File: src/sv/x86oc_pkg.sv
// ============================================================================
// x86 opcode class decoder package
// Mnemonic class codes, group lookup tables and the decode result type.
// ============================================================================
package x86oc_pkg;

	typedef logic [6:0] cls_t;

	typedef struct packed {
		cls_t mnemonic_class;
		logic decode_valid;
	} decode_t;

	localparam cls_t CLS_NONE   = 7'd0;
	localparam cls_t CLS_AAA    = 7'd0;
	localparam cls_t CLS_AAD    = 7'd1;
	localparam cls_t CLS_AAM    = 7'd2;
	localparam cls_t CLS_AAS    = 7'd3;
	localparam cls_t CLS_ADC    = 7'd4;
	localparam cls_t CLS_ADD    = 7'd5;
	localparam cls_t CLS_AND    = 7'd6;
	localparam cls_t CLS_CALL   = 7'd7;
	localparam cls_t CLS_CALLF  = 7'd8;
	localparam cls_t CLS_CBW    = 7'd9;
	localparam cls_t CLS_CLC    = 7'd10;
	localparam cls_t CLS_CLD    = 7'd11;
	localparam cls_t CLS_CLI    = 7'd12;
	localparam cls_t CLS_CMC    = 7'd13;
	localparam cls_t CLS_CMP    = 7'd14;
	localparam cls_t CLS_CMPS   = 7'd15;
	localparam cls_t CLS_CWD    = 7'd16;
	localparam cls_t CLS_DAA    = 7'd17;
	localparam cls_t CLS_DAS    = 7'd18;
	localparam cls_t CLS_DEC    = 7'd19;
	localparam cls_t CLS_DIV    = 7'd20;
	localparam cls_t CLS_HLT    = 7'd22;
	localparam cls_t CLS_IDIV   = 7'd23;
	localparam cls_t CLS_IMUL   = 7'd24;
	localparam cls_t CLS_IN     = 7'd25;
	localparam cls_t CLS_INC    = 7'd26;
	localparam cls_t CLS_INS    = 7'd27;
	localparam cls_t CLS_INT    = 7'd28;
	localparam cls_t CLS_INTO   = 7'd29;
	localparam cls_t CLS_IRET   = 7'd30;
	localparam cls_t CLS_JA     = 7'd31;
	localparam cls_t CLS_JB     = 7'd35;
	localparam cls_t CLS_JCXZ   = 7'd36;
	localparam cls_t CLS_JG     = 7'd38;
	localparam cls_t CLS_JGE    = 7'd40;
	localparam cls_t CLS_JMP    = 7'd42;
	localparam cls_t CLS_JMPF   = 7'd43;
	localparam cls_t CLS_JBE    = 7'd44;
	localparam cls_t CLS_JAE    = 7'd48;
	localparam cls_t CLS_JLE    = 7'd50;
	localparam cls_t CLS_JL     = 7'd52;
	localparam cls_t CLS_JNO    = 7'd54;
	localparam cls_t CLS_JNP    = 7'd55;
	localparam cls_t CLS_JNS    = 7'd56;
	localparam cls_t CLS_JNE    = 7'd57;
	localparam cls_t CLS_JO     = 7'd58;
	localparam cls_t CLS_JP     = 7'd59;
	localparam cls_t CLS_JS     = 7'd62;
	localparam cls_t CLS_JE     = 7'd63;
	localparam cls_t CLS_LAHF   = 7'd64;
	localparam cls_t CLS_LDS    = 7'd65;
	localparam cls_t CLS_LEA    = 7'd66;
	localparam cls_t CLS_LES    = 7'd68;
	localparam cls_t CLS_LODS   = 7'd70;
	localparam cls_t CLS_LOOP   = 7'd71;
	localparam cls_t CLS_LOOPZ  = 7'd74;
	localparam cls_t CLS_LOOPNZ = 7'd75;
	localparam cls_t CLS_MOV    = 7'd76;
	localparam cls_t CLS_MOVS   = 7'd77;
	localparam cls_t CLS_MUL    = 7'd78;
	localparam cls_t CLS_NEG    = 7'd79;
	localparam cls_t CLS_NOP    = 7'd80;
	localparam cls_t CLS_NOT    = 7'd81;
	localparam cls_t CLS_OR     = 7'd82;
	localparam cls_t CLS_OUT    = 7'd83;
	localparam cls_t CLS_OUTS   = 7'd84;
	localparam cls_t CLS_POP    = 7'd85;
	localparam cls_t CLS_POPA   = 7'd86;
	localparam cls_t CLS_POPF   = 7'd87;
	localparam cls_t CLS_PUSH   = 7'd88;
	localparam cls_t CLS_PUSHA  = 7'd89;
	localparam cls_t CLS_PUSHF  = 7'd90;
	localparam cls_t CLS_RCL    = 7'd91;
	localparam cls_t CLS_RCR    = 7'd92;
	localparam cls_t CLS_RET    = 7'd97;
	localparam cls_t CLS_ROL    = 7'd98;
	localparam cls_t CLS_ROR    = 7'd99;
	localparam cls_t CLS_SAHF   = 7'd100;
	localparam cls_t CLS_SAR    = 7'd102;
	localparam cls_t CLS_SBB    = 7'd103;
	localparam cls_t CLS_SCAS   = 7'd104;
	localparam cls_t CLS_SHL    = 7'd105;
	localparam cls_t CLS_SHR    = 7'd106;
	localparam cls_t CLS_STC    = 7'd107;
	localparam cls_t CLS_STD    = 7'd108;
	localparam cls_t CLS_STI    = 7'd109;
	localparam cls_t CLS_STOS   = 7'd110;
	localparam cls_t CLS_SUB    = 7'd111;
	localparam cls_t CLS_WAIT   = 7'd113;
	localparam cls_t CLS_XCHG   = 7'd114;
	localparam cls_t CLS_XLAT   = 7'd115;
	localparam cls_t CLS_XOR    = 7'd116;

	// Arithmetic row of the primary map, selected by opcode bits 5:3.
	function automatic cls_t alu_row(input logic [2:0] sel);
		cls_t r;
		case (sel)
			3'd0: r = CLS_ADD;
			3'd1: r = CLS_OR;
			3'd2: r = CLS_ADC;
			3'd3: r = CLS_SBB;
			3'd4: r = CLS_AND;
			3'd5: r = CLS_SUB;
			3'd6: r = CLS_XOR;
			default: r = CLS_CMP;
		endcase
		return r;
	endfunction

	// Immediate group: a compare is folded into subtract.
	function automatic cls_t grp1(input logic [2:0] sel);
		cls_t r;
		case (sel)
			3'd0: r = CLS_ADD;
			3'd1: r = CLS_OR;
			3'd2: r = CLS_ADC;
			3'd3: r = CLS_SBB;
			3'd4: r = CLS_AND;
			3'd5: r = CLS_SUB;
			3'd6: r = CLS_XOR;
			default: r = CLS_SUB;
		endcase
		return r;
	endfunction

	// Shift and rotate group; the undocumented member acts as a left shift.
	function automatic cls_t grp2(input logic [2:0] sel);
		cls_t r;
		case (sel)
			3'd0: r = CLS_ROL;
			3'd1: r = CLS_ROR;
			3'd2: r = CLS_RCL;
			3'd3: r = CLS_RCR;
			3'd4: r = CLS_SHL;
			3'd5: r = CLS_SHR;
			3'd6: r = CLS_SHL;
			default: r = CLS_SAR;
		endcase
		return r;
	endfunction

	// Unary group; member one has no meaning and is caught by the caller.
	function automatic cls_t grp3(input logic [2:0] sel);
		cls_t r;
		case (sel)
			3'd0: r = CLS_AND;
			3'd2: r = CLS_NOT;
			3'd3: r = CLS_NEG;
			3'd4: r = CLS_MUL;
			3'd5: r = CLS_IMUL;
			3'd6: r = CLS_DIV;
			3'd7: r = CLS_IDIV;
			default: r = CLS_NONE;
		endcase
		return r;
	endfunction

	// Opcode FF group; the last member has no meaning.
	function automatic cls_t grp5(input logic [2:0] sel);
		cls_t r;
		case (sel)
			3'd0: r = CLS_INC;
			3'd1: r = CLS_DEC;
			3'd2: r = CLS_JMP;
			3'd3: r = CLS_JMPF;
			3'd4: r = CLS_JMP;
			3'd5: r = CLS_JMPF;
			3'd6: r = CLS_PUSH;
			default: r = CLS_NONE;
		endcase
		return r;
	endfunction

	function automatic cls_t jcc(input logic [3:0] cond);
		cls_t r;
		case (cond)
			4'h0: r = CLS_JO;
			4'h1: r = CLS_JNO;
			4'h2: r = CLS_JB;
			4'h3: r = CLS_JAE;
			4'h4: r = CLS_JE;
			4'h5: r = CLS_JNE;
			4'h6: r = CLS_JBE;
			4'h7: r = CLS_JA;
			4'h8: r = CLS_JS;
			4'h9: r = CLS_JNS;
			4'hA: r = CLS_JP;
			4'hB: r = CLS_JNP;
			4'hC: r = CLS_JGE;
			4'hD: r = CLS_JL;
			4'hE: r = CLS_JLE;
			default: r = CLS_JG;
		endcase
		return r;
	endfunction

endpackage

File: src/sv/x86oc_decode.sv
// ============================================================================
// x86 opcode class decode logic
// Combinational map from opcode and ModR/M reg field to a mnemonic class.
// ============================================================================
module x86oc_decode (
	input  logic [7:0]        opcode_byte,
	input  logic [7:0]        modrm_byte,
	output x86oc_pkg::decode_t result
);

	logic [7:0]        op;
	logic [2:0]        modrm_reg;
	x86oc_pkg::cls_t   cls;
	logic              ok;

	assign op        = opcode_byte;
	assign modrm_reg = modrm_byte[5:3];

	always_comb begin
		cls = x86oc_pkg::CLS_NONE;
		ok  = 1'b1;
		if (op < 8'h40 && op[2:0] < 3'd6) begin
			cls = x86oc_pkg::alu_row(op[5:3]);
		end else if (op[7:3] == 5'b01000) begin
			cls = x86oc_pkg::CLS_INC;
		end else if (op[7:3] == 5'b01001) begin
			cls = x86oc_pkg::CLS_DEC;
		end else if (op[7:3] == 5'b01010) begin
			cls = x86oc_pkg::CLS_PUSH;
		end else if (op[7:3] == 5'b01011) begin
			cls = x86oc_pkg::CLS_POP;
		end else if (op[7:4] == 4'h7) begin
			cls = x86oc_pkg::jcc(op[3:0]);
		end else if (op[7:2] == 6'b100000) begin
			cls = x86oc_pkg::grp1(modrm_reg);
		end else if (op > 8'h90 && op < 8'h98) begin
			cls = x86oc_pkg::CLS_XCHG;
		end else if (op[7:2] == 6'b101000 || op[7:4] == 4'hB) begin
			cls = x86oc_pkg::CLS_MOV;
		end else begin
			case (op)
				8'h06, 8'h0E, 8'h16, 8'h1E, 8'h68, 8'h6A: cls = x86oc_pkg::CLS_PUSH;
				8'h07, 8'h17, 8'h1F, 8'h8F:               cls = x86oc_pkg::CLS_POP;
				8'h27: cls = x86oc_pkg::CLS_DAA;
				8'h2F: cls = x86oc_pkg::CLS_DAS;
				8'h37: cls = x86oc_pkg::CLS_AAA;
				8'h3F: cls = x86oc_pkg::CLS_AAS;
				8'h60: cls = x86oc_pkg::CLS_PUSHA;
				8'h61: cls = x86oc_pkg::CLS_POPA;
				8'h69, 8'h6B: cls = x86oc_pkg::CLS_IMUL;
				8'h6C, 8'h6D: cls = x86oc_pkg::CLS_INS;
				8'h6E, 8'h6F: cls = x86oc_pkg::CLS_OUTS;
				// TEST shares the AND class.
				8'h84, 8'h85, 8'hA8, 8'hA9: cls = x86oc_pkg::CLS_AND;
				8'h86, 8'h87: cls = x86oc_pkg::CLS_XCHG;
				8'h88, 8'h89, 8'h8A, 8'h8B, 8'h8C, 8'h8E, 8'hC6, 8'hC7:
					cls = x86oc_pkg::CLS_MOV;
				8'h8D: cls = x86oc_pkg::CLS_LEA;
				8'h90: cls = x86oc_pkg::CLS_NOP;
				8'h98: cls = x86oc_pkg::CLS_CBW;
				8'h99: cls = x86oc_pkg::CLS_CWD;
				8'h9A: cls = x86oc_pkg::CLS_CALLF;
				8'h9B: cls = x86oc_pkg::CLS_WAIT;
				8'h9C: cls = x86oc_pkg::CLS_PUSHF;
				8'h9D: cls = x86oc_pkg::CLS_POPF;
				8'h9E: cls = x86oc_pkg::CLS_SAHF;
				8'h9F: cls = x86oc_pkg::CLS_LAHF;
				8'hA4, 8'hA5: cls = x86oc_pkg::CLS_MOVS;
				8'hA6, 8'hA7: cls = x86oc_pkg::CLS_CMPS;
				8'hAA, 8'hAB: cls = x86oc_pkg::CLS_STOS;
				8'hAC, 8'hAD: cls = x86oc_pkg::CLS_LODS;
				8'hAE, 8'hAF: cls = x86oc_pkg::CLS_SCAS;
				8'hC0, 8'hC1, 8'hD0, 8'hD1, 8'hD2, 8'hD3:
					cls = x86oc_pkg::grp2(modrm_reg);
				8'hC2, 8'hC3, 8'hCA, 8'hCB: cls = x86oc_pkg::CLS_RET;
				8'hC4: cls = x86oc_pkg::CLS_LES;
				8'hC5: cls = x86oc_pkg::CLS_LDS;
				// The breakpoint opcode is reported as a far jump.
				8'hCC, 8'hEA: cls = x86oc_pkg::CLS_JMPF;
				8'hCD: cls = x86oc_pkg::CLS_INT;
				8'hCE: cls = x86oc_pkg::CLS_INTO;
				8'hCF: cls = x86oc_pkg::CLS_IRET;
				8'hD4: cls = x86oc_pkg::CLS_AAM;
				8'hD5: cls = x86oc_pkg::CLS_AAD;
				8'hD7: cls = x86oc_pkg::CLS_XLAT;
				8'hE0: cls = x86oc_pkg::CLS_LOOPNZ;
				8'hE1: cls = x86oc_pkg::CLS_LOOPZ;
				8'hE2: cls = x86oc_pkg::CLS_LOOP;
				8'hE3: cls = x86oc_pkg::CLS_JCXZ;
				8'hE4, 8'hE5, 8'hEC, 8'hED: cls = x86oc_pkg::CLS_IN;
				8'hE6, 8'hE7, 8'hEE, 8'hEF: cls = x86oc_pkg::CLS_OUT;
				8'hE8: cls = x86oc_pkg::CLS_CALL;
				8'hE9, 8'hEB: cls = x86oc_pkg::CLS_JMP;
				8'hF4: cls = x86oc_pkg::CLS_HLT;
				8'hF5: cls = x86oc_pkg::CLS_CMC;
				8'hF6, 8'hF7: begin
					cls = x86oc_pkg::grp3(modrm_reg);
					ok  = (modrm_reg != 3'd1);
				end
				8'hF8: cls = x86oc_pkg::CLS_CLC;
				8'hF9: cls = x86oc_pkg::CLS_STC;
				8'hFA: cls = x86oc_pkg::CLS_CLI;
				8'hFB: cls = x86oc_pkg::CLS_STI;
				8'hFC: cls = x86oc_pkg::CLS_CLD;
				8'hFD: cls = x86oc_pkg::CLS_STD;
				8'hFE: begin
					cls = modrm_reg[0] ? x86oc_pkg::CLS_DEC : x86oc_pkg::CLS_INC;
					ok  = (modrm_reg[2:1] == 2'b00);
				end
				8'hFF: begin
					cls = x86oc_pkg::grp5(modrm_reg);
					ok  = (modrm_reg != 3'd7);
				end
				default: ok = 1'b0;
			endcase
		end
	end

	// An unrecognized encoding always reports class zero.
	assign result.mnemonic_class = ok ? cls : x86oc_pkg::CLS_NONE;
	assign result.decode_valid   = ok;

endmodule

File: src/sv/x86_16_opcode_class_decoder_top.sv
// ============================================================================
// x86 16-bit opcode class decoder
// Classifies one opcode/ModR/M pair per cycle, unless the output stalls, into a mnemonic class index.
// ============================================================================
// Usage:
//   Input stream s_axis: tdata carries the opcode byte in bits 7:0 and the
//   ModR/M byte in bits 15:8. A transfer happens when tvalid and tready are
//   both high at a rising clock edge.
//   Output stream m_axis: tdata carries the 7-bit mnemonic class (bit 7 is
//   zero), tuser carries the decode valid flag. One result per input.
//   A result is offered on m_axis once its input transfer has passed the
//   input register, the decode logic and then the result register; an output
//   stall can hold it in the input register.
//   Throughput is one item per cycle while m_axis_tready stays high; the
//   only logic between the two registers is the opcode decode table.
//   When the receiver holds m_axis_tready low, the result register holds its
//   transfer and the input register fills behind it; s_axis_tready then drops
//   until the output moves again. No item is dropped or repeated.
//   Reset (arst_n low) empties both registers at once; no results appear
//   until new inputs arrive.
// ============================================================================
module x86_16_opcode_class_decoder_top (
	input  logic        clk,
	input  logic        arst_n,
	input  logic        s_axis_tvalid,
	output logic        s_axis_tready,
	input  logic [15:0] s_axis_tdata,   // [7:0] opcode_byte, [15:8] modrm_byte
	output logic        m_axis_tvalid,
	input  logic        m_axis_tready,
	output logic [7:0]  m_axis_tdata,   // [6:0] mnemonic_class, [7] zero fill
	output logic        m_axis_tuser    // [0] decode_valid
);

	logic               valid_s1;
	logic [7:0]         opcode_s1;
	logic [7:0]         modrm_s1;
	logic               valid_s2;
	x86oc_pkg::decode_t result_s2;
	x86oc_pkg::decode_t decoded;
	logic               advance;
	logic               in_xfer;

	// The pipe moves whenever the result register is empty or being drained.
	assign advance       = !valid_s2 || m_axis_tready;
	assign s_axis_tready = !valid_s1 || advance;
	assign in_xfer       = s_axis_tvalid && s_axis_tready;

	always_ff @(posedge clk or negedge arst_n) begin
		if (!arst_n) begin
			valid_s1 <= 1'b0;
			valid_s2 <= 1'b0;
		end else begin
			if (s_axis_tready) begin
				valid_s1 <= s_axis_tvalid;
			end
			if (advance) begin
				valid_s2 <= valid_s1;
			end
		end
	end

	always_ff @(posedge clk) begin
		if (in_xfer) begin
			opcode_s1 <= s_axis_tdata[7:0];
			modrm_s1  <= s_axis_tdata[15:8];
		end
		if (advance && valid_s1) begin
			result_s2 <= decoded;
		end
	end

	x86oc_decode u_decode (
		.opcode_byte (opcode_s1),
		.modrm_byte  (modrm_s1),
		.result      (decoded)
	);

	assign m_axis_tvalid = valid_s2;
	assign m_axis_tdata  = {1'b0, result_s2.mnemonic_class};
	assign m_axis_tuser  = result_s2.decode_valid;

endmodule

File: config.mk
export PLATFORM = sky130hd
export DESIGN_NAME = x86_16_opcode_class_decoder_top
export DESIGN_NICKNAME = d
export VERILOG_FILES = /design/src/sv/x86oc_pkg.sv /design/src/sv/x86oc_decode.sv /design/src/sv/x86_16_opcode_class_decoder_top.sv
export SDC_FILE = /design/constraint.sdc
export NUM_CORES = 1
export LEC_CHECK = 0
export BUFFER_PORTS_ARGS = -buffer_cell sky130_fd_sc_hd__buf_2
export CORE_ASPECT_RATIO = 0.7
export CORE_MARGIN = 1.5
export CORE_UTILIZATION = 55
export CTS_CLUSTER_DIAMETER = 60
export DETAILED_ROUTE_END_ITERATION = 10
export PLACE_DENSITY = 0.77
export SKIP_CTS_REPAIR_TIMING = 1
export SLEW_MARGIN = 20
export SYNTH_ARGS = -nofsm -noshare
export SYNTH_HDL_FRONTEND = slang
export SYNTH_SLANG_ARGS = --single-unit
File: constraint.sdc
create_clock -name clk -period 2.7 [get_ports clk]
set_clock_uncertainty 0.15 [all_clocks]
set_input_delay 0.54 -clock clk [delete_from_list [all_inputs] [get_ports clk]]
set_output_delay 0.54 -clock clk [all_outputs]
set_load 0.03 [all_outputs]
After elaboration in Yosys (flattened, before gate mapping)
Memories as Yosys holds them, arrays and structs flattened. A register that Yosys moved wholly into a read port is not among the register bits.
Cells that the tools add are included.
- add/subtract/negate cells: 0
- multipliers: 0
- divide/modulo/power cells: 0
- order comparisons: 4
- eq/ne operators: 126
- shift-type cells: 0
- multiplexer cells: 27
- bitwise gates (word level): 0
- reductions and logical operators: 36
- operators by type and width (operator ; count):
    8-bit == test (second input constant) ; 82
    7-bit one-hot mux with 58 select lines ; 1
    99-bit OR reduction ; 1
    7-bit one-hot mux with 7 select lines ; 2
    8-bit by 7-bit == test with 1-bit output (second input constant) ; 10
    7-bit two-way mux ; 9
    7-bit one-hot mux with 6 select lines ; 1
    6-bit one-hot mux with 6 select lines ; 1
    7-bit one-hot mux with 5 select lines ; 1
    8-bit by 5-bit == test with 1-bit output (second input constant) ; 4
    8-bit by 6-bit == test with 1-bit output (second input constant) ; 4
    2-bit OR reduction ; 15
    3-bit == test (second input constant) ; 7
    5-bit by 4-bit == test with 1-bit output (second input constant) ; 4
    4-bit OR reduction ; 5
    8-bit by 3-bit == test with 1-bit output (second input constant) ; 2
    3-bit by 2-bit == test with 1-bit output (second input constant) ; 4
    6-bit == test (second input constant) ; 2
    6-bit OR reduction ; 2
    1-bit two-way mux ; 9
    8-bit by 4-bit == test with 1-bit output (second input constant) ; 1
    8-bit greater-than comparator (second input constant) ; 1
    8-bit by 7-bit less-than comparator with 1-bit output (second input constant) ; 1
    8-bit less-than comparator (second input constant) ; 1
    other kinds (14) ; 23
- flip-flop bits (word level): 24
- bits in latches: 0
- RAM bits: 0
- ROM bits: 96
- input port bits: 20
- output and inout bits: 11
- word-level logic and storage cells: 200
- memories: 1
- memory list (name ; words ; bits a word ; rd ports ; clocked after Yosys merged registers in ; write ports ; line ; text):
    (no name shown) ; 16 ; 6 ; 1 ; 1 ; 0 ; x86oc_pkg.sv:190 ; case (cond)

Depth between registers and ports, before layout
- word-level depth: 13
- depth in mapped cells: 11
- depth with buffers taken out: 10

Hierarchy
Synthesis repeated with hierarchy kept, for this count alone.
- cell total of the unflattened synthesis: 401
- area total of the unflattened synthesis: 3081.7 um^2
- modules (own cells, without submodules) (module ; times used ; cells each ; area each (um^2) ; seq. area each (um^2)):
    x86oc_decode ; 1 ; 367 ; 2245.9 ; 0.0
    x86_16_opcode_class_decoder_top ; 1 ; 34 ; 835.8 ; 770.7

Worst setup path before layout
No wires, ideal clock.
- path type: input -> register
- from: input m_axis_tready
- to: register (tool-made name)
- setup time: 58 ps
- data arrival time: 2562 ps
- data required time: 2492 ps
- slack: -69 ps
- cell stages on the path: 7
- buffers on the path: 0
- path through: nand3b_1 > nand2_1 > inv_1 > a21oi_1 > ha_1 > mux4_2 > inv_1
- RTL lines (element ; line ; text):
    start, declared ; x86_16_opcode_class_decoder_top.sv:29 ; input logic m_axis_tready,

Worst setup path after layout
- from: register opcode_s1[4]
- to: register result_s2, in the netlist m_axis_tdata[3], data pin
- word-level cells in the longest chain between the ends: 12
- elaborated cells between the ends (all ways): 166
- classes of those cells: 3 x order compare; 117 x eq/ne; 21 x mux; 25 x reduce/logical
- ends and longest elaborated chain (element ; line ; text):
    start, declared ; x86_16_opcode_class_decoder_top.sv:35 ; logic [7:0] opcode_s1;
    start signal, assigned ; x86_16_opcode_class_decoder_top.sv:64 ; opcode_s1 <= s_axis_tdata[7:0];
    8-bit by 3-bit == test with 1-bit output (tied with other cells) ; x86oc_decode.sv:41 ; case (op)
    99-bit OR reduction (no line) (tied with other cells) ; n/a ;
    1-bit one-hot mux with 4 select lines / 7-bit one-hot mux with 58 select lines (equally long branches) ; x86oc_decode.sv:41 ;
    1-bit two-way mux / 7-bit two-way mux (equally long branches) ; x86oc_decode.sv:38 ; end else if (op[7:2] == 6'b101000 || op[7:4] == 4'hB) begin
    1-bit two-way mux / 7-bit two-way mux (equally long branches) ; x86oc_decode.sv:36 ; end else if (op > 8'h90 && op < 8'h98) begin
    1-bit two-way mux / 7-bit two-way mux (equally long branches) ; x86oc_decode.sv:34 ; end else if (op[7:2] == 6'b100000) begin
    1-bit two-way mux / 7-bit two-way mux (equally long branches) ; x86oc_decode.sv:32 ; end else if (op[7:4] == 4'h7) begin
    1-bit two-way mux / 7-bit two-way mux (equally long branches) ; x86oc_decode.sv:30 ; end else if (op[7:3] == 5'b01011) begin
    1-bit two-way mux / 7-bit two-way mux (equally long branches) ; x86oc_decode.sv:28 ; end else if (op[7:3] == 5'b01010) begin
    1-bit two-way mux / 7-bit two-way mux (equally long branches) ; x86oc_decode.sv:26 ; end else if (op[7:3] == 5'b01001) begin
    1-bit two-way mux / 7-bit two-way mux (equally long branches) ; x86oc_decode.sv:24 ; end else if (op[7:3] == 5'b01000) begin
    1-bit two-way mux / 7-bit two-way mux (equally long branches) ; x86oc_decode.sv:22 ; if (op < 8'h40 && op[2:0] < 3'd6) begin
    end signal, assigned ; x86_16_opcode_class_decoder_top.sv:68 ; result_s2 <= decoded;
    end, declared ; x86_16_opcode_class_decoder_top.sv:38 ; x86oc_pkg::decode_t result_s2;
Several ways; a longest one is shown, not always the timed one.
A chain may end at the register's enable or synchronous reset.

==> metrics.yaml <==
synthesis:
  netlist.area_leader.share: 0.172
  yosysTopAreaCell: "edfxtp_1"
  yosys_warnings: 0
  yosysUniqueCellTypes: 80
  synthTopCellsByArea: "edfxtp_1, a21oi_1, nand2_1"
  yosys_register_bits: 27
  synth_top_family_by_area: "simple AND/OR/NAND/NOR gates"
  synth.top_cells.by_count: "nand2_1, nor2_1, a21oi_1"
  yosysMostFrequentCell: "nand2_1"
  synth_fa_ha_area_frac: 0.0445
  synth_edf_count: 19
  synth_compound_area_frac: 0.264
  ys_seq_area_frac: 0.223
  synth_mux_area_frac: 0.0222
  syn_inst: 446
  synth.net_count: 477
  syn_avg_cell_area_um2: 7.44
  ys_async_sr_fraction: 0.0741
  synth_area_um2: 3320
  yosys.area_share.simple: 0.339
  ys.flop_type: "edfxtp_1"
  synthXorXnorAreaFrac: 0.0238
detailed_routing:
  routed_wirelength_um: 13400
  vias_per_cell: 6.80
  wire_per_inst_um: 21.2
  drc: 0
  vias: 4313
  drt-pass1-iter-count: 5
  first_iter_violations: 640
  ant_nets: 0
floorplanning:
  core_area_um2: 5780
  rows: 23
  initial_core_util: 0.574
  die_x_um: 95.8
  boundaryPins: 31
  die-area_um2: 6520
  die_h_um: 68.0
clock_network:
  cts_made_buffers: 3
  insertion_delay_ns: 0.28
  clk_pin_slew_ns: 0.10
  root_buffer: "clkbuf_8"
  htreeDepth: 1
  cts_buffer_depth: 2
  cts_tree: "done"
  cts.sinks: 27
sta:
  slew_headroom: 0.602
  report.final.slew_viol_count: 0
  hold_viol: 0
  finalCriticalPeriod_ns: 2.89
  postLayoutSetupSlackWorst_ns: -0.192
  worst_pin_slew_ns: 0.582
  setup_violations: 8
  max_clock_freq_ghz: 0.346
  min_period_over_period: 1.07
  rsz0062_at_grt: "true"
hold_path:
  hold_class: "in -> reg"
  worstHoldStart: "s_axis_tdata[6]"
worst_setup_path:
  crit_chain: "buf_6 -> nor2b_4 -> mux2i_1 -> nor3_1 -> or4_1 -> or4_4 -> nor4_4 -> buf_6 -> a211oi_1"
  reg2reg_from: "opcode_s1[4]"
  start_kind: "register"
  endpoint: "m_axis_tdata[3]"
  required_ns: 2.58
  cp_common_cell: "buf_6"
  cp_top_family: "simple AND/OR/NAND/NOR gates"
  startpoint: "opcode_s1[4]"
  cp.arrival_ns: 2.77
  worst-path-max-fanout: 8
  r2r_slack_ns: -0.19
  max_stage_delay_ns: 0.56
  cp.depth: 9
  cp-end-kind: "register"
  r2r_cells: 9
  cp_slowest_cell: "or4_1"
  r2r-end: "m_axis_tdata[3]"
  crit_type: "reg -> reg"
  path_buf_inv: 2
place:
  dp.cells: 622
  port_buffers: 24
  place_area_um2: 4250
  gp_congestion: 1.09
  dpl.hpwl_um: 10100
power:
  finalPower_mw: 1.48
  vdd_drop_max_mv: 0.385
  power.density_nw_per_um2: 328
  cellLeakagePower_nw: 1.91
global_routing:
  grt_pass1_wl_um: 19700
  grtUsageTotal: 0.404
  antenna_found_initial: 0
  grt_max_degree: 22
  grt_remaining_overflow: 0
  grt_pass1_vias: 3762
final_layout:
  fillers: 401
  final_core_util: 0.782
  fin_cells: 634
  regArea_um2: 741
  syn_to_final_growth_pct: 36.3
  num-nets-final: 591
  drive_gt1_frac: 0.351
  multi_input_area_um2: 2440
  finalInstanceArea_um2: 4520
  n_antenna_cell: 0
outcome:
  outcome: "finished, violations left"
  violations: "negative setup slack"
flow_run:
  drv_cap: 0
## per-layer routing
layer | up-vias | track usage | wire length [um]
li1 | 1898 | - | -
met1 | 1958 | 0.555 | 5260
met2 | 382 | 0.614 | 5580
met3 | 75 | 0.118 | 2040
met4 | 0 | 0.119 | 535
met5 | - | 0 | 0
## worst reg2reg max path: cells and delay by family (launching register included)
| family | cells | cell delay [ns] |
|---|---|---|
| AO/OA/AOI/OAI | 1 | 0.06 |
| multiplexers | 1 | 0.25 |
| flip-flops | 1 | 0.46 |
| buffers and inverters | 2 | 0.34 |
| AND/OR/NAND/NOR | 5 | 1.39 |
## report_power, final
group	switching (mW)	internal [mW]
clock	0.137	0.105
combinational	0.414	0.308
sequential	0.0211	0.498
total	0.572	0.911
## layout by cell type (no fill, tap or decap), types with 4 or more instances in the layout
cell      instances
or2_2             4
nand2b_1         19
nand2_1          41
a31oi_1           5
buf_2            24
and3_1            4
xor2_1            4
mux2i_1           4
nor2b_1           5
nand4_1           5
a211oi_1          6
nand3b_1          4
a21oi_1          29
o31ai_1           5
edfxtp_1         19
inv_1            16
nor2_1           34
o21ai_0          25
ha_1             11
buf_4           117
dfxtp_1           6
o211ai_1          4
o22ai_1           6
nand3_1          17
nor4_1            4
or3_1             5
nor3_1           18
or3b_2            4
xnor2_1           5
buf_6             6
## worst min path at each step
stage,endpoint,depth (start not counted),slack [ns]
after global placement,valid_s1,1,0.18
after floorplan,m_axis_tvalid,0,0.09
after global routing,modrm_s1[5],1,0.27
after detailed placement,m_axis_tvalid,1,0.18
after CTS,m_axis_tvalid,1,-0.13
final,opcode_s1[6],1,0.28
## logic make-up after synthesis
kind of cell,count (synthesis)
flip-flops,27
XOR/XNOR,9
adder cells (fa/ha/maj),12
multiplexers,6
buffers and inverters,58
other,1
AND/OR/NAND/NOR,202
AO/OA/AOI/OAI,131
## stage by stage
stage / setup slack (ns) / hold WS [ns] / TNS [ns]
floorplan: 0.00238 / 0.0944 / 0
global placement: -0.144 / 0.176 / -1.04
detailed placement: -0.156 / 0.177 / -0.780
CTS: -0.189 / -0.128 / -0.963
global route: -0.228 / 0.274 / -1.69
finish: -0.192 / 0.280 / -1.47
## area by class of cell
cell class                      count  area share
Tap cell                           75      0.0207
Sequential cell                    27       0.164
Multi-Input combinational cell    361       0.540
Timing Repair Buffer              151       0.251
Clock inverter                      1     0.00166
Clock buffer                        3     0.00913
Inverter                           16      0.0133
Power figures use the tool's default switching activity.
